## config.mk

```make
export PLATFORM = sky130hd
export DESIGN_NAME = cpc_vec_cell
export DESIGN_NICKNAME = d
export VERILOG_FILES = /design/src/hw/rtl/cpc_pkg.sv /design/src/hw/rtl/cpc_vec_cell.sv
export SDC_FILE = /design/constraint.sdc
export NUM_CORES = 1
export LEC_CHECK = 0
export CELL_PAD_IN_SITES_DETAIL_PLACEMENT = 1
export CELL_PAD_IN_SITES_GLOBAL_PLACEMENT = 1
export CORE_MARGIN = 8
export CORE_UTILIZATION = 53
export CTS_CLUSTER_SIZE = 25
export DETAILED_ROUTE_END_ITERATION = 7
export DONT_BUFFER_PORTS = 1
export GPL_ROUTABILITY_DRIVEN = 0
export PLACE_DENSITY = 0.87
export SYNTH_ARGS = -nofsm -noshare
export SYNTH_HDL_FRONTEND = slang
export SYNTH_SLANG_ARGS = --single-unit
```

## constraint.sdc

```tcl
create_clock -name clock -period 6.4 [get_ports clock]
set_input_delay 1.28 -clock clock [delete_from_list [all_inputs] [get_ports clock]]
set_output_delay 1.28 -clock clock [all_outputs]
set_load 0.1 [all_outputs]
```

## src/hw/rtl/cpc_pkg.sv

```systemverilog
// Shared types, constants and helper functions of the cartesian/polar CORDIC unit.
package cpc_pkg;

   localparam logic [1:0] OP_RADIUS = 2'd1;
   localparam logic [1:0] OP_ANGLE  = 2'd2;

   localparam int GUARD      = 8;
   localparam int VW         = 44;
   localparam int ZW         = 36;
   localparam int RW         = 46;
   localparam int AMPW       = 35;
   localparam int PW         = 66;
   localparam int RMW        = 36;
   localparam int SQRT_STEPS = 32;

   localparam logic signed [ZW-1:0] PI_Q30      = 36'sd3373259426;
   localparam logic signed [ZW-1:0] HALF_PI_Q30 = 36'sd1686629713;
   localparam logic signed [ZW-1:0] TWO_PI_Q30  = 36'sd6746518852;
   localparam logic signed [30:0]   KINV_Q30    = 31'sd652032874;

   typedef struct packed {
      logic signed [VW-1:0] x;
      logic signed [VW-1:0] y;
      logic signed [ZW-1:0] z;
   } vec_type;

   typedef struct packed {
      logic signed [RW-1:0] x;
      logic signed [RW-1:0] y;
      logic signed [ZW-1:0] z;
   } rot_type;

   typedef struct packed {
      logic [63:0]     rad;
      logic [31:0]     root;
      logic [RMW-1:0]  rem;
   } sqrt_type;

   function automatic logic [29:0] atan_q30(input int idx);
      logic [29:0] v;
      unique case (idx)
         0:  v = 30'd843314857;
         1:  v = 30'd497837829;
         2:  v = 30'd263043837;
         3:  v = 30'd133525159;
         4:  v = 30'd67021687;
         5:  v = 30'd33543516;
         6:  v = 30'd16775851;
         7:  v = 30'd8388437;
         8:  v = 30'd4194283;
         9:  v = 30'd2097149;
         10: v = 30'd1048576;
         11: v = 30'd524288;
         12: v = 30'd262144;
         13: v = 30'd131072;
         14: v = 30'd65536;
         15: v = 30'd32768;
         16: v = 30'd16384;
         17: v = 30'd8192;
         18: v = 30'd4096;
         19: v = 30'd2048;
         20: v = 30'd1024;
         21: v = 30'd512;
         22: v = 30'd256;
         23: v = 30'd128;
         24: v = 30'd64;
         25: v = 30'd32;
         26: v = 30'd16;
         27: v = 30'd8;
         28: v = 30'd4;
         29: v = 30'd2;
         default: v = 30'd1;
      endcase
      return v;
   endfunction

   function automatic logic [31:0] abs32(input logic signed [31:0] v);
      return v[31] ? 32'(-v) : 32'(v);
   endfunction

   // Fold the point into the right half plane and add guard bits.
   function automatic vec_type vec_prep(input logic signed [31:0] px,
                                        input logic signed [31:0] py);
      logic signed [32:0] ax;
      logic signed [32:0] ay;
      vec_type v;
      ax = {px[31], px};
      ay = {py[31], py};
      if (px[31]) begin
         ax = -ax;
         ay = -ay;
      end
      v.x = {{(VW-33-GUARD){ax[32]}}, ax, {GUARD{1'b0}}};
      v.y = {{(VW-33-GUARD){ay[32]}}, ay, {GUARD{1'b0}}};
      v.z = '0;
      return v;
   endfunction

   function automatic logic signed [ZW-1:0] vec_finish(input logic signed [ZW-1:0] z,
                                                       input logic neg,
                                                       input logic zero);
      logic signed [ZW-1:0] r;
      if (zero) begin
         r = '0;
      end else if (neg) begin
         r = z + PI_Q30;
      end else begin
         r = z;
      end
      return r;
   endfunction

endpackage

```

## src/hw/rtl/cpc_vec_cell.sv

```systemverilog
// One vectoring CORDIC micro-rotation cell.
module cpc_vec_cell #(
   parameter int STEP = 0
) (
   input  logic             clock,
   input  logic             en,
   input  cpc_pkg::vec_type d,
   output cpc_pkg::vec_type q
);
   import cpc_pkg::*;

   localparam logic signed [ZW-1:0] ATAN = {{(ZW-30){1'b0}}, atan_q30(STEP)};

   vec_type out_ff;
   vec_type out_in;

   always_comb begin
      out_in = d;
      // drive y toward zero
      if (!d.y[VW-1]) begin
         out_in.x = d.x + ($signed(d.y) >>> STEP);
         out_in.y = d.y - ($signed(d.x) >>> STEP);
         out_in.z = d.z + ATAN;
      end else begin
         out_in.x = d.x - ($signed(d.y) >>> STEP);
         out_in.y = d.y + ($signed(d.x) >>> STEP);
         out_in.z = d.z - ATAN;
      end
   end

   always_ff @(posedge clock) begin
      if (en) begin
         out_ff <= out_in;
      end
   end

   assign q = out_ff;
endmodule

```

**Word-level counts from Yosys, hierarchy flattened**

Cells that the tools add are included.

- Multiply operators: 0
- Equality and inequality tests: 0
- Shift-type cells: 0
- Bitwise gates (word level): 0
- Reduce and logical (&&, ||, !) cells: 0
- Add/sub/neg operators: 5
- Magnitude comparators: 0
- Divide/modulo/power cells: 0
- Mux-type cells: 1

Operator list:

| kind | count |
|---|---|
| 124-bit 2-to-1 mux | 1 |
| 44-bit subtractor | 2 |
| 44-bit adder | 1 |
| 36-bit by 31-bit adder with 36-bit output, second input constant | 1 |
| 36-bit by 31-bit subtractor with 36-bit output, second input constant | 1 |

- Output and inout bits: 124
- Memory bits (read-only): 0
- Bits in latches: 0
- Register bits after elaboration: 124
- Memory bits (writable): 0
- Bits of input ports: 126
- Memories: 0

**Longest topological paths before layout**

- Word-level depth: 2
- Gate-level depth with buffers: 14
- Mapped depth without buffers: 12

**Worst setup path after synthesis**

No wires, ideal clock.

- Kind: in2reg
- Start point: in d[79] (netlist name)
- End point: reg out_ff (netlist bit q[29]), data pin
- Path slack: 1.692 ns
- Path buffers: 2
- Data required time: 6.138 ns
- Stages: 13
- Arrival time: 4.446 ns
- Cell sequence: clkbuf_1 > clkinv_1 > clkbuf_1 > ha_1 > a21o_1 > a21o_1 > a2111oi_2 > a21oi_1 > or4_1 > a31o_1 > a21oi_1 > o21bai_1 > xor2_1

RTL lines:

| what | RTL line | RTL |
|---|---|---|
| start: declaration | cpc_vec_cell.sv:7 | `input cpc_pkg::vec_type d,` |
| end signal: assignment | cpc_vec_cell.sv:33 | `out_ff <= out_in;` |
| end: declaration | cpc_vec_cell.sv:14 | `vec_type out_ff;` |

==> metrics.yaml <==
status: "finished, final reports clean"
cp.required_ns: 6.55
worstPathArrival_ns: 4.74
dr_total_vias: 13100
fin_cells: 1939
cap_violations: 0
antenna_cells: 0
fp.coreArea_um2: 25300
power_leakage_nw: 6.09
htree_levels: 4
synthTopCellsByArea: "edfxtp_1 27%, ha_1 16%, a21oi_1 7.8%, xnor2_1 5.8%, nor2_1 3.6%"
startpoint_type: "input pin"
largest_reg_flops: 123
grt_pass1_wl_um: 77400
crit_type: "input pin to flip-flop"
grt_usage_pct: 31.3
root_buffer: "clkbuf_16"
post-place-ws_ns: 1.55
hold_buffers: 0
cts_resized: 0
grt_setup_unrepaired: "false"
die_y_um: 177
power.density_nw_per_um2: 298
finalCriticalPeriod_ns: 4.58
ir_drop_mv: 0.175
synth_commonest_cells: "214 x a21oi_1, 179 x ha_1, 132 x nor2_1"
synth_edf_count: 123
start_util_pct: 54.1
cts.sink_count: 123
cts_tree: "built"
stdcell_area_um2: 14400
drc: 0
grt_pass1_vias: 13400
place_inst: 1907
placed_cell_area_um2: 13800
drv_slew: 0
wl_per_cell_um: 26.1
clk_pin_slew_ns: 0.07
synth-main-ff-cell: "edfxtp_1"
yosysTopAreaCell: "edfxtp_1"
numPortBuffers: 0
drive_gt1_share_pct: 4.29
dieWidth_um: 177
ioPinCount: 250
timing.final.crit_share_pct: 71.6
syn-cell-area_um2: 13700
synth-async-reset-ratio_pct: 0
drt-total-wl_um: 50500
drt-pass1-iter-count: 7
crit_path_end: "q[74]"
fmax_mhz: 218
syn_nets: 1947
yosysMostFrequentCell: "a21oi_1"
tns_ns: 0
clockBufferDepth: 2
syn_avg_cell_area_um2: 8.34
worst_pin_slew_ns: 1.13
ant_nets: 0
avgViaCountPerCell: 6.77
postSynthCellCount: 1638
grt_start_max_net_pins: 126
layout_setup_ws_ns: 1.82
yosysWarningCount: 0
die_area_um2: 31200
synth_seq_cells: 123
netlist-cell-type-count: 77
worstPathMaxFanout: 14
place_hpwl_um: 39300
postCtsSetupBuffers: 0
syn_to_final_growth_pct: 5.72
fin_nets: 1905
antenna_found_initial: 0
cts_buffers: 17
synth-seq-area-share_pct: 27.0
max_slew_margin_pct: 24.9
hold_viol: 0
startpoint: "d[47]"
power.total_mw: 4.30
grt_overflow_total: 0
min_path_type: "input pin to flip-flop"
netlist.area_leader.share_pct: 27.0
drtIter0Drc: 1538
rows: 58
setup_viol: 0
end_kind: "flip-flop"
==> layout make-up <==
cell class	instances	area [um^2]
fillers	3005	10800
multi-input cells	1312	9170
flip-flops and latches	123	3690
inverters	140	526
clock buffers	19	433
well taps	330	413
clock inverters	13	168
repair buffers	2	35.0
==> through the flow <==
stage	hold WS, ns	utilization (%)
floorplan	1.39	-
global placement	1.40	54.8
detailed placement	1.40	54.8
CTS	0.950	57.2
global route	0.948	57.2
finish	0.957	57.2
==> routing by layer <==
metal,part of all wire [%],up-vias,track usage (%),wire length [um]
met5,0,-,0,0
met4,3.7,0,12.9,1880
met3,9.6,127,6.00,4840
met2,46,738,51.9,23400
met1,40,6405,39.4,20400
li1,-,5849,-,-
==> worst max-delay path: stages <==
cell     delay, ns
inv_1         0.03
ha_1          0.49
nor4_1        0.86
nand4_1       0.17
a21oi_1       0.48
nor4_2        0.17
o31ai_2       0.48
a31o_1        0.29
a31oi_1       0.13
o21ai_1       0.24
xnor2_1       0.12
==> report_power, final <==
group	total [mW]	internal, mW	switching (mW)
combinational	1.10	0.391	0.711
clock	1.05	0.616	0.432
sequential	2.15	1.09	1.06
total	4.30	2.10	2.20
==> cell families (layout without fill, tap and decap cells) <==
logic type | after synthesis | after routing | share of synthesized area, %
xor+xnor | 117 | 117 | 7.50
flops | 123 | 123 | 27.0
buf+inv | 203 | 174 | 5.81
fa+ha+maj | 183 | 183 | 17.0
mux | 22 | 22 | 1.62
simple gates | 415 | 415 | 14.6
compound gates | 575 | 575 | 26.4
==> cell usage in the layout, fill, tap and decap left out, drive strengths merged, types with 11 or more instances in the layout <==
cell / n
a21oi: 216
nor3: 25
nand4: 32
o31ai: 16
o21bai: 37
nand2: 106
xnor2: 91
nand3: 17
edfxtp: 123
inv: 141
nor2: 132
a211oi: 20
ha: 179
clkbuf: 19
or3: 13
o21ai: 123
o21a: 15
nor2b: 16
xor2: 26
mux2i: 21
nor4: 14
o211ai: 11
a21o: 44
nand2b: 19
==> worst min path at each step <==
stage | to | depth (start not counted) | from
6_report | q[94] | 0 | en
5_1_grt | q[92] | 0 | en
4_1_cts | q[94] | 0 | en
3_5_place_dp | q[94] | 0 | en
3_3_place_gp | q[94] | 0 | en
2_1_floorplan | q[0] | 0 | en
No activity file was read; power rests on OpenSTA's default activity.
