===== src/hw/rtl/cpc_pkg.sv =====
// Shared types, constants and helper functions of the cartesian/polar CORDIC unit.
package cpc_pkg;

   localparam logic [1:0] OP_RADIUS = 2'd1;
   localparam logic [1:0] OP_ANGLE  = 2'd2;

   localparam int GUARD      = 8;
   localparam int VW         = 44;
   localparam int ZW         = 36;
   localparam int RW         = 46;
   localparam int AMPW       = 35;
   localparam int PW         = 66;
   localparam int RMW        = 36;
   localparam int SQRT_STEPS = 32;

   localparam logic signed [ZW-1:0] PI_Q30      = 36'sd3373259426;
   localparam logic signed [ZW-1:0] HALF_PI_Q30 = 36'sd1686629713;
   localparam logic signed [ZW-1:0] TWO_PI_Q30  = 36'sd6746518852;
   localparam logic signed [30:0]   KINV_Q30    = 31'sd652032874;

   typedef struct packed {
      logic signed [VW-1:0] x;
      logic signed [VW-1:0] y;
      logic signed [ZW-1:0] z;
   } vec_type;

   typedef struct packed {
      logic signed [RW-1:0] x;
      logic signed [RW-1:0] y;
      logic signed [ZW-1:0] z;
   } rot_type;

   typedef struct packed {
      logic [63:0]     rad;
      logic [31:0]     root;
      logic [RMW-1:0]  rem;
   } sqrt_type;

   function automatic logic [29:0] atan_q30(input int idx);
      logic [29:0] v;
      unique case (idx)
         0:  v = 30'd843314857;
         1:  v = 30'd497837829;
         2:  v = 30'd263043837;
         3:  v = 30'd133525159;
         4:  v = 30'd67021687;
         5:  v = 30'd33543516;
         6:  v = 30'd16775851;
         7:  v = 30'd8388437;
         8:  v = 30'd4194283;
         9:  v = 30'd2097149;
         10: v = 30'd1048576;
         11: v = 30'd524288;
         12: v = 30'd262144;
         13: v = 30'd131072;
         14: v = 30'd65536;
         15: v = 30'd32768;
         16: v = 30'd16384;
         17: v = 30'd8192;
         18: v = 30'd4096;
         19: v = 30'd2048;
         20: v = 30'd1024;
         21: v = 30'd512;
         22: v = 30'd256;
         23: v = 30'd128;
         24: v = 30'd64;
         25: v = 30'd32;
         26: v = 30'd16;
         27: v = 30'd8;
         28: v = 30'd4;
         29: v = 30'd2;
         default: v = 30'd1;
      endcase
      return v;
   endfunction

   function automatic logic [31:0] abs32(input logic signed [31:0] v);
      return v[31] ? 32'(-v) : 32'(v);
   endfunction

   // Fold the point into the right half plane and add guard bits.
   function automatic vec_type vec_prep(input logic signed [31:0] px,
                                        input logic signed [31:0] py);
      logic signed [32:0] ax;
      logic signed [32:0] ay;
      vec_type v;
      ax = {px[31], px};
      ay = {py[31], py};
      if (px[31]) begin
         ax = -ax;
         ay = -ay;
      end
      v.x = {{(VW-33-GUARD){ax[32]}}, ax, {GUARD{1'b0}}};
      v.y = {{(VW-33-GUARD){ay[32]}}, ay, {GUARD{1'b0}}};
      v.z = '0;
      return v;
   endfunction

   function automatic logic signed [ZW-1:0] vec_finish(input logic signed [ZW-1:0] z,
                                                       input logic neg,
                                                       input logic zero);
      logic signed [ZW-1:0] r;
      if (zero) begin
         r = '0;
      end else if (neg) begin
         r = z + PI_Q30;
      end else begin
         r = z;
      end
      return r;
   endfunction

endpackage


===== src/hw/rtl/cpc_sqrt_cell.sv =====
// One restoring square-root cell: settles one root bit per stage.
module cpc_sqrt_cell (
   input  logic              clock,
   input  logic              en,
   input  cpc_pkg::sqrt_type d,
   output cpc_pkg::sqrt_type q
);
   import cpc_pkg::*;

   sqrt_type        out_ff;
   sqrt_type        out_in;
   logic [RMW-1:0]  shifted;
   logic [RMW-1:0]  trial;

   always_comb begin
      shifted    = {d.rem[RMW-3:0], d.rad[63:62]};
      trial      = {{(RMW-34){1'b0}}, d.root, 2'b01};
      out_in.rad = {d.rad[61:0], 2'b00};
      if (shifted >= trial) begin
         out_in.rem  = shifted - trial;
         out_in.root = {d.root[30:0], 1'b1};
      end else begin
         out_in.rem  = shifted;
         out_in.root = {d.root[30:0], 1'b0};
      end
   end

   always_ff @(posedge clock) begin
      if (en) begin
         out_ff <= out_in;
      end
   end

   assign q = out_ff;
endmodule


===== config.mk =====
export PLATFORM = sky130hd
export DESIGN_NAME = cpc_sqrt_cell
export DESIGN_NICKNAME = d
export VERILOG_FILES = /design/src/hw/rtl/cpc_pkg.sv /design/src/hw/rtl/cpc_sqrt_cell.sv
export SDC_FILE = /design/constraint.sdc
export NUM_CORES = 1
export LEC_CHECK = 0
export ABC_AREA = 0
export BUFFER_PORTS_ARGS = -buffer_cell sky130_fd_sc_hd__buf_2
export CORE_MARGIN = 1
export CORE_UTILIZATION = 49
export DETAILED_ROUTE_END_ITERATION = 12
export GPL_ROUTABILITY_DRIVEN = 0
export HOLD_SLACK_MARGIN = 0.02
export PLACE_DENSITY = 0.82
export SYNTH_ARGS = -nofsm -noshare
export SYNTH_HDL_FRONTEND = slang
export SYNTH_SLANG_ARGS = --single-unit

===== constraint.sdc =====
create_clock -name clock -period 10.2 [get_ports clock]
set_clock_uncertainty 0.15 [all_clocks]
set_input_delay 2.55 -clock clock [delete_from_list [all_inputs] [get_ports clock]]
set_output_delay 2.55 -clock clock [all_outputs]
set_load 0.1 [all_outputs]

Yosys cells after proc, flatten, opt, wreduce, memory -nomap -nowiden. Index checks and enable logic that the tools add are counted.

Add/subtract/negate cells: 1. Order comparisons: 1. Mux-type cells: 1.

Operators with widths (number): $mux 37 (1); $ge 36x34->1 (1); $sub 36x34->36 (1).

Flip-flop bits (word level): 130. Output and inout port bits: 132. Word-level logic and storage cells: 6. Input port bits: 134.

Longest topological paths before layout. Gate-level depths: netlist of the first run.

Depth after elaboration: 2. Mapped depth: 14. Depth with buffers taken out: 12.

Worst setup path after synthesis of the first run. OpenSTA, ideal clock, no wires.

Path type: input-to-reg. From: in d[47] (netlist name). To: reg out_ff (netlist bit q[18]) (data pin). Cell stages on the path: 14. Library setup time: 0.253 ns. Slack: 4.985 ns. Data arrival time: 4.812 ns. Path buffers: 2. Data required time: 9.797 ns. Cell sequence: inv_1 ha_1 a21o_1 a21o_1 a221o_1 a311oi_2 o211ai_1 a21oi_2 o2111a_1 buf_6 inv_4 buf_6 nor2_1 nor2_1.

RTL lines: start: declaration (line cpc_sqrt_cell.sv:5) `input cpc_pkg::sqrt_type d,`; end signal: assignment (line cpc_sqrt_cell.sv:30) `out_ff <= out_in;`; end: declaration (line cpc_sqrt_cell.sv:10) `sqrt_type out_ff;`.

==> results.yml, run 1 <==
floorplanning:
  core_area_um2: 12200
  dieArea_um2: 13100
  start_util_pct: 50.8
  row_count: 40
  dieHeight_um: 114
  io_pins: 266
  die_w_um: 114
yosys:
  synth_top_family_by_area: "compound AO/OA/AOI/OAI gates"
  synthMuxAreaShare_pct: 0
  synth_compound_area_share_pct: 13.0
  syn_area_um2: 6180
  async_flop_share_pct: 0
  synth_top_area_cell: "edfxtp_1"
  synthAdderAreaFrac_pct: 6.88
  yosys.area_share.xor_xnor_pct: 4.82
  ys_top_cells_by_area: "edfxtp_1 (63%), ha_1 (6.9%), a21oi_1 (4.0%)"
  synth-edff-count: 130
  synth_cell_type_count: 49
  synth_seq_cells: 130
  synthSimpleGateAreaFrac_pct: 8.28
  seq_area_frac_synth_pct: 63.1
  yosys_warnings: 0
  synth_top_cell_area_share_pct: 63.1
  ys.flop_type: "edfxtp_1"
  syn_inst: 483
  syn_area_per_cell_um2: 12.8
worst_setup_path:
  slowest_stage: "o2111a_1"
  critPathMaxStageDelay_ps: 980
  path_delay_family: "compound AO/OA/AOI/OAI gates"
  end_kind: "flip-flop"
  crit_type: "input pin to flip-flop"
  arrival_ps: 6380
  cp_common_cell: "a21o_1"
  startpoint_type: "input pin"
  worst-path-stages: 13
  cp_max_fo: 43
  cp_num_buf_inv: 3
  required_ps: 10180
  cp_cell_sequence: "buf_2 > inv_1 > ha_1 > a21o_1 > a21o_1 > a221o_1 > a311oi_2 > o211ai_1 > a21oi_2 > o2111a_1 > inv_4 > nor2_1 > a21oi_1"
cells_and_area:
  nNetsFinal: 922
  multi_input_area_um2: 2040
  syn2layout_area_growth_pct: 32.8
  layout-drive-gt1-share_pct: 39.1
  ff_latch_area_um2: 3900
  largest_reg_flops: 130
  fin_util_pct: 67.5
  fill_cells: 919
timing:
  rsz0062_at_grt: "no"
  clock.fmax_mhz: 156
  finalCriticalPeriod_ps: 6390
  slew_headroom_pct: 23.6
  period_share_pct: 62.7
  finalHoldViolations: 0
  tns_ps: 0
  maxSlewViolCount: 0
  setup_viol: 0
  worst_slew_pin_slew_ps: 1150
global_route:
  antenna_found_initial: 1
  grt_use_met2_pct: 45.4
  grt_pass1_wl_um: 24300
  grt_use_met1_pct: 26.6
  grt_pass1_vias: 4816
  grt_usage_pct: 25.3
  grt-ovfl-total: 0
  busiest_layer: "met2"
  gr-usage-met3_pct: 7.25
  grt_start_max_net_pins: 86
run:
  maxCapViolCount: 0
drt:
  drtIter0Drc: 349
  ant_nets: 0
  drc: 0
  viasPerCell: 5.29
  post_drt_wl_per_cell_um: 17.7
  num_vias: 4954
  wl_um: 16600
  drt-pass1-iter-count: 5
power:
  p_seq_share_pct: 35.1
  vdd_drop_max_mv: 0.103
  power_density_nw_per_um2: 232
  internal_power_mw: 1.13
  switching_share_pct: 40.6
  leakagePower_nw: 3.66
  power_mw: 1.91
  power.share.clock_pct: 31.4
  power_switching_mw: 0.774
  combinationalPowerShare_pct: 33.5
placement:
  portBuffers: 261
  hpwl_um: 12500
cts:
  holdBufCountCts: 0
  cts_tree: "done"
  clk_transition_reported_paths_ps: 60
  cts_sinks: 130
  clockBufferDepth: 2
  cts_made_buffers: 17
  cts_resized: 0
  cts_setup_buffers: 0
  root_buffer: "clkbuf_16"
  htree_num_levels: 4
worst_hold_path:
  hold_class: "input pin to flip-flop"
  hold_depth: 1
outcome:
  outcome: "finished, final reports clean"
-- cell families (layout without fill, tap and decap cells) --
group	after synthesis	count (layout)
and+or+nand+nor	108	108
other	1	4
AOI/OAI and AO/OA	127	127
buffers and inverters	49	332
adders and majority gates	34	34
xor gates and xnor gates	34	34
DFF	130	130
-- per-stage QoR --
stage / hold slack (ps) / setup slack (ps) / instances / instance area (um^2)
2_1_floorplan: 2500 / 4990 / 484 / 6190
3_3_place_gp: 2580 / 3530 / 903 / 7620
3_5_place_dp: 2580 / 3440 / 903 / 7620
4_1_cts: 2140 / 3850 / 935 / 8210
5_1_grt: 2140 / 3530 / 936 / 8210
6_report: 2160 / 3810 / 937 / 8210
-- final cells by class --
class / instances / area share [%]
inverter: 38 / 1.77
antenna: 2 / 0.0609
clock inverter: 14 / 1.89
sequential: 130 / 47.5
tap: 168 / 2.56
timing repair buffer: 262 / 16.1
clock buffer: 18 / 5.23
multi-input combinational: 305 / 24.9
-- power groups by stage --
stage / clock network [mW] / logic [mW] / registers (mW)
final: 0.598 / 0.638 / 0.669
after global routing: 0.630 / 0.661 / 0.674
after CTS: 0.610 / 0.637 / 0.669
after detailed placement: 0 / 0.635 / 0.679
after global placement: 0 / 0.626 / 0.677
after floorplan: 0 / 0.123 / 1.07
-- cells in the mapped netlist, types with 7 or more instances --
| master | instances |
|---|---|
| a21oi_1 | 49 |
| o21ai_0 | 29 |
| xor2_1 | 17 |
| xnor2_1 | 17 |
| edfxtp_1 | 130 |
| nor3_1 | 7 |
| ha_1 | 34 |
| a21o_1 | 17 |
| inv_1 | 37 |
| nor2_1 | 35 |
| nand2_1 | 30 |
-- placed cells by master (no fill, tap or decap), types with 4 or more instances in the layout --
cell and count:
xnor2_1 17, nor2_1 35, or3_1 4, nor3_1 7
nand3_1 4, nand2_1 30, inv_1 37, nand4_1 4
ha_1 34, nor2b_1 5, a21o_1 17, o211ai_1 5
xor2_1 17, o21ai_0 29, a21oi_1 49, buf_2 260
clkbuf_16 17, edfxtp_1 130, nand2b_1 5
-- metal layers --
metal / routed length [um] / share of wire [%] / vias to the layer above
li1: - / - / 2334
met1: 6090 / 37 / 2338
met2: 8530 / 51 / 236
met3: 1250 / 7.5 / 46
met4: 718 / 4.3 / 0
met5: 0 / 0 / -
-- worst paths after layout --
path / startpoint / to
min: d[85] / q[87]$_DFFE_PP_
max: d[47] / q[31]$_DFFE_PP_
(Power assumes the default switching activity.)
==> run 2, diff against run 1 <==
--- a/config.mk
+++ b/config.mk
@@ -8,11 +8,11 @@
 export ABC_AREA = 0
 export BUFFER_PORTS_ARGS = -buffer_cell sky130_fd_sc_hd__buf_2
 export CORE_MARGIN = 1
-export CORE_UTILIZATION = 49
+export CORE_UTILIZATION = 48
 export DETAILED_ROUTE_END_ITERATION = 12
 export GPL_ROUTABILITY_DRIVEN = 0
 export HOLD_SLACK_MARGIN = 0.02
-export PLACE_DENSITY = 0.82
+export PLACE_DENSITY = 0.81
 export SYNTH_ARGS = -nofsm -noshare
 export SYNTH_HDL_FRONTEND = slang
 export SYNTH_SLANG_ARGS = --single-unit
==> constraint.sdc (replaced) <==
create_clock -name clock -period 6.1 [get_ports clock]
set_clock_uncertainty 0.15 [all_clocks]
set_input_delay 1.525 -clock clock [delete_from_list [all_inputs] [get_ports clock]]
set_output_delay 1.525 -clock clock [all_outputs]
set_load 0.1 [all_outputs]
==> run 2 against run 1 <==
  * Count of clock-buffer cells in the layout unchanged
  * First-iteration DRC count increased by 4.6%
  * Via count decreased by 1.3%
  * Global-route usage decreased by 1.4 points
  * Sequential cell count unchanged
  * Die area increased by 2.0%
  * Final area about the same
  * Non-clock buffer count increased by 1
  * Power increased by 67%
  * Worst setup slack got worse by 2400 ps
  * Sequential power increased by 67%
  * Combinational power increased by 66%
  * Critical path type unchanged
==> results.yml, run 2 (synthesis gave the netlist of run 1 again) <==
worst_setup_path:
  cp_common_cell: "a21o_1"
  slowest_stage: "o2111a_1"
  critPathMaxStageDelay_ps: 540
  required_ps: 6090
  end_kind: "flip-flop"
  startpoint_type: "input pin"
  crit_type: "input pin to flip-flop"
  arrival_ps: 4650
  cp_max_fo: 43
  cp_cell_sequence: "buf_2 > ha_1 > a21o_1 > a21o_1 > a221o_1 > a311oi_2 > o211ai_1 > a21oi_2 > o2111a_1 > inv_4 > nor2_1 > a21oi_1"
floorplanning:
  dieHeight_um: 115
  die_w_um: 115
  start_util_pct: 49.2
  io_pins: 266
  core_area_um2: 12600
  dieArea_um2: 13300
  row_count: 41
cts:
  cts_made_buffers: 17
  cts_resized: 0
  cts_sinks: 130
  cts_tree: "done"
  holdBufCountCts: 0
  clockBufferDepth: 2
  cts_setup_buffers: 0
  clk_transition_reported_paths_ps: 60
  root_buffer: "clkbuf_16"
  htree_num_levels: 4
timing:
  tns_ps: 0
  maxSlewViolCount: 0
  fin_hold_ws_ps: 1130
  setup_viol: 0
  period_share_pct: 76.5
  rsz0062_at_grt: "no"
  worst_slew_pin_slew_ps: 696
  slew_headroom_pct: 53.6
  finalCriticalPeriod_ps: 4660
  finalHoldViolations: 0
  clock.fmax_mhz: 214
global_route:
  grt_pass1_vias: 4690
  grt_usage_pct: 24.0
  antenna_found_initial: 2
  grt_pass1_wl_um: 23500
  grt-ovfl-total: 0
  grt_start_max_net_pins: 76
cells_and_area:
  layout_commonest_cell: "buf_2"
  n_antenna_cell: 0
  layout-drive-gt1-share_pct: 39.2
  final_cell_mix: "buf_2 (260), edfxtp_1 (130), a21oi_1 (49)"
  largest_reg_flops: 130
  syn2layout_area_growth_pct: 32.9
  nNetsFinal: 923
drt:
  drtIter0Drc: 365
  post_drt_wl_per_cell_um: 17.2
  viasPerCell: 5.20
  drt-pass1-iter-count: 5
  ant_nets: 0
  wl_um: 16200
  num_vias: 4888
  drc: 0
power:
  power_density_nw_per_um2: 387
  power_mw: 3.18
  leakagePower_nw: 3.66
  vdd_drop_max_mv: 0.168
worst_hold_path:
  hold_class: "input pin to flip-flop"
  min_to: "q[71]$_DFFE_PP_"
  holdCritStartpoint: "d[69]"
  hold_depth: 1
placement:
  hpwl_um: 12100
  portBuffers: 261
run:
  maxCapViolCount: 0
outcome:
  outcome: "finished, final reports clean"
-- run 2: how the worst max path moves through the flow --
stage	to	from	slack (ps)
final	q[2]$_DFFE_PP_	d[11]	1440
after global routing	q[25]$_DFFE_PP_	d[11]	1200
after CTS	q[2]$_DFFE_PP_	d[11]	1420
after detailed placement	q[2]$_DFFE_PP_	d[11]	990
after global placement	q[35]$_DFFE_PP_	d[11]	1060
after floorplan	q[18]$_DFFE_PP_	d[47]	1910
-- run 2: power by group --
part / switching (mW) / leakage [nW] / total, mW / internal (mW)
clock network: 0.397 / 0.268 / 1.00 / 0.605
registers: 0.0213 / 1.27 / 1.12 / 1.10
logic: 0.873 / 2.12 / 1.06 / 0.190
-- run 2: metal layers --
layer	part of all wire (%)	global-route usage [%]	vias up
met1	36	25.1	2295
met4	3.1	11.8	4
met3	7.8	7.43	42
met5	0.19	0	-
li1	-	-	2341
met2	53	43.4	206
-- run 2: critical path: cells and delay by family --
family	cells	cell delay [ps]
buffers and inverters	2	420
and+or+nand+nor	1	200
AOI/OAI and AO/OA	8	2130
adders and majority gates	1	360
-- run 2: cell type report --
| class | instances | area (um^2) |
|---|---|---|
| Inverter | 38 | 145 |
| Multi-Input combinational cell | 305 | 2040 |
| Clock buffer | 18 | 429 |
| Clock inverter | 14 | 154 |
| Timing Repair Buffer | 263 | 1330 |
| Sequential cell | 130 | 3900 |
| Tap cell | 172 | 215 |
| Fill cell | 947 | 4350 |
-- run 2: per-stage QoR --
stage               instances  util (%)  area [um^2]  setup slack [ps]
global placement          908      60.7         7630              1060
floorplan                 484         -         6190              1910
global route              940      65.4         8220              1200
detailed placement        908      60.7         7630               988
CTS                       940      65.4         8220              1420
finish                    940      65.4         8220              1440
==> run 3, diff against run 2 <==
==> constraint.sdc (replaced) <==
create_clock -name clock -period 4.5 [get_ports clock]
set_clock_uncertainty 0.15 [all_clocks]
set_input_delay 1.125 -clock clock [delete_from_list [all_inputs] [get_ports clock]]
set_output_delay 1.125 -clock clock [all_outputs]
set_load 0.1 [all_outputs]
==> run 3 against run 2 <==
  * Sequential power is 36% higher
  * Count of clock-buffer cells in the layout is the same
  * Worst hold slack worse by 390 ps
  * Critical path depth stayed put
  * Sequential cell count unchanged
  * Final cell count grew 0.53%
  * Sequential share of layout area is 0.34 points lower
  * Combinational power rose by 36%
  * Utilization grew 0.48 points
  * Critical endpoint is now q[3]$_DFFE_PP_
==> results.yml, run 3 (synthesis gave the netlist of run 1 again) <==
worst_setup_path:
  cp_num_buf_inv: 2
  worst-path-stages: 12
  cp_common_cell: "a21o_1"
  critPathMaxStageDelay_ps: 380
  cp_cell_sequence: "buf_2 > ha_1 > a21o_1 > a21o_1 > a221o_1 > a311oi_2 > o211ai_1 > a21oi_2 > o2111a_1 > inv_4 > nor2_1 > a21oi_1"
  end_kind: "flip-flop"
  required_ps: 4480
  cp_max_fo: 43
  crit_type: "input pin to flip-flop"
  slowest_stage: "a221o_1"
  startpoint_type: "input pin"
  arrival_ps: 3900
  path_delay_family: "compound AO/OA/AOI/OAI gates"
timing:
  setup_viol: 0
  period_share_pct: 87.1
  clock.fmax_mhz: 255
  finalHoldViolations: 0
  rsz0062_at_grt: "no"
  tns_ps: 0
  maxSlewViolCount: 0
  worst_slew_pin_slew_ps: 1000
  slew_headroom_pct: 33.3
  finalCriticalPeriod_ps: 3920
  setup_ws_ps: 581
drt:
  viasPerCell: 5.23
  drc: 0
  drt-pass1-iter-count: 4
  drtIter0Drc: 252
  num_vias: 4942
  wl_um: 16200
  post_drt_wl_per_cell_um: 17.1
  ant_nets: 0
cts:
  clk_transition_reported_paths_ps: 60
  holdBufCountCts: 0
  cts_resized: 0
  cts_tree: "done"
  cts_made_buffers: 17
  htree_num_levels: 4
  cts_sinks: 130
  clockBufferDepth: 2
  cts_setup_buffers: 0
  root_buffer: "clkbuf_16"
floorplanning:
  io_pins: 266
  core_area_um2: 12600
  die_w_um: 115
  start_util_pct: 49.2
  row_count: 41
  dieArea_um2: 13300
  dieHeight_um: 115
cells_and_area:
  syn2layout_area_growth_pct: 33.9
  layout-drive-gt1-share_pct: 39.6
  layout_commonest_cell: "buf_2"
  largest_reg_flops: 130
  fin_cells: 945
  fill_cells: 926
  nNetsFinal: 927
  final_cell_mix: "buf_2 (260), edfxtp_1 (130), a21oi_1 (49)"
placement:
  dp_cells: 912
  dp_slack_ps: 186
  hpwl_um: 12000
  portBuffers: 261
global_route:
  grt_pass1_vias: 4697
  grt_usage_pct: 23.7
  antenna_found_initial: 3
  grt_start_max_net_pins: 109
  grt-ovfl-total: 0
  grt_pass1_wl_um: 23200
worst_hold_path:
  hold_depth: 1
  hold_class: "input pin to flip-flop"
run:
  maxCapViolCount: 0
power:
  vdd_drop_max_mv: 0.230
  power_density_nw_per_um2: 528
  leakagePower_nw: 3.70
outcome:
  outcome: "finished, final reports clean"
## run 3: where the power goes
part	internal (mW)	total, mW	switching (mW)
logic	0.261	1.44	1.18
registers	1.49	1.52	0.0303
clock network	0.881	1.41	0.534
total	2.63	4.37	1.75
## run 3: routing by layer
metal	GRT usage, %	vias to the layer above	share of wire (%)
met5	0	-	0.19
met4	12.5	4	3.3
met3	6.90	41	7.2
met2	43.1	201	52
met1	24.8	2350	38
li1	-	2346	-
## run 3: cell type report
cell class | instances | area, um^2 | share of cell area [%]
clock buffer | 18 | 429 | 5.18
timing repair buffer | 267 | 1360 | 16.4
multi-input combinational | 305 | 2040 | 24.7
tap | 172 | 215 | 2.60
inverter | 38 | 145 | 1.75
clock inverter | 14 | 181 | 2.19
sequential | 130 | 3900 | 47.2
antenna | 1 | 2.50 | 0.0302
## run 3: worst paths after layout
kind / from / to / slack (ps)
worst max-delay path: d[11] / q[3]$_DFFE_PP_ / 580
worst min-delay path: d[73] / q[75]$_DFFE_PP_ / 740
## run 3: per-stage QoR
| step | util, % | hold slack (ps) | area (um^2) | power (mW) |
|---|---|---|---|---|
| after floorplan | - | 1070 | 6190 | 2.71 |
| after global placement | 61.0 | 1150 | 7660 | 2.96 |
| after detailed placement | 61.0 | 1150 | 7660 | 2.98 |
| after CTS | 65.8 | 720 | 8280 | 4.39 |
| after global routing | 65.9 | 719 | 8280 | 4.51 |
| final | 65.9 | 735 | 8280 | 4.37 |
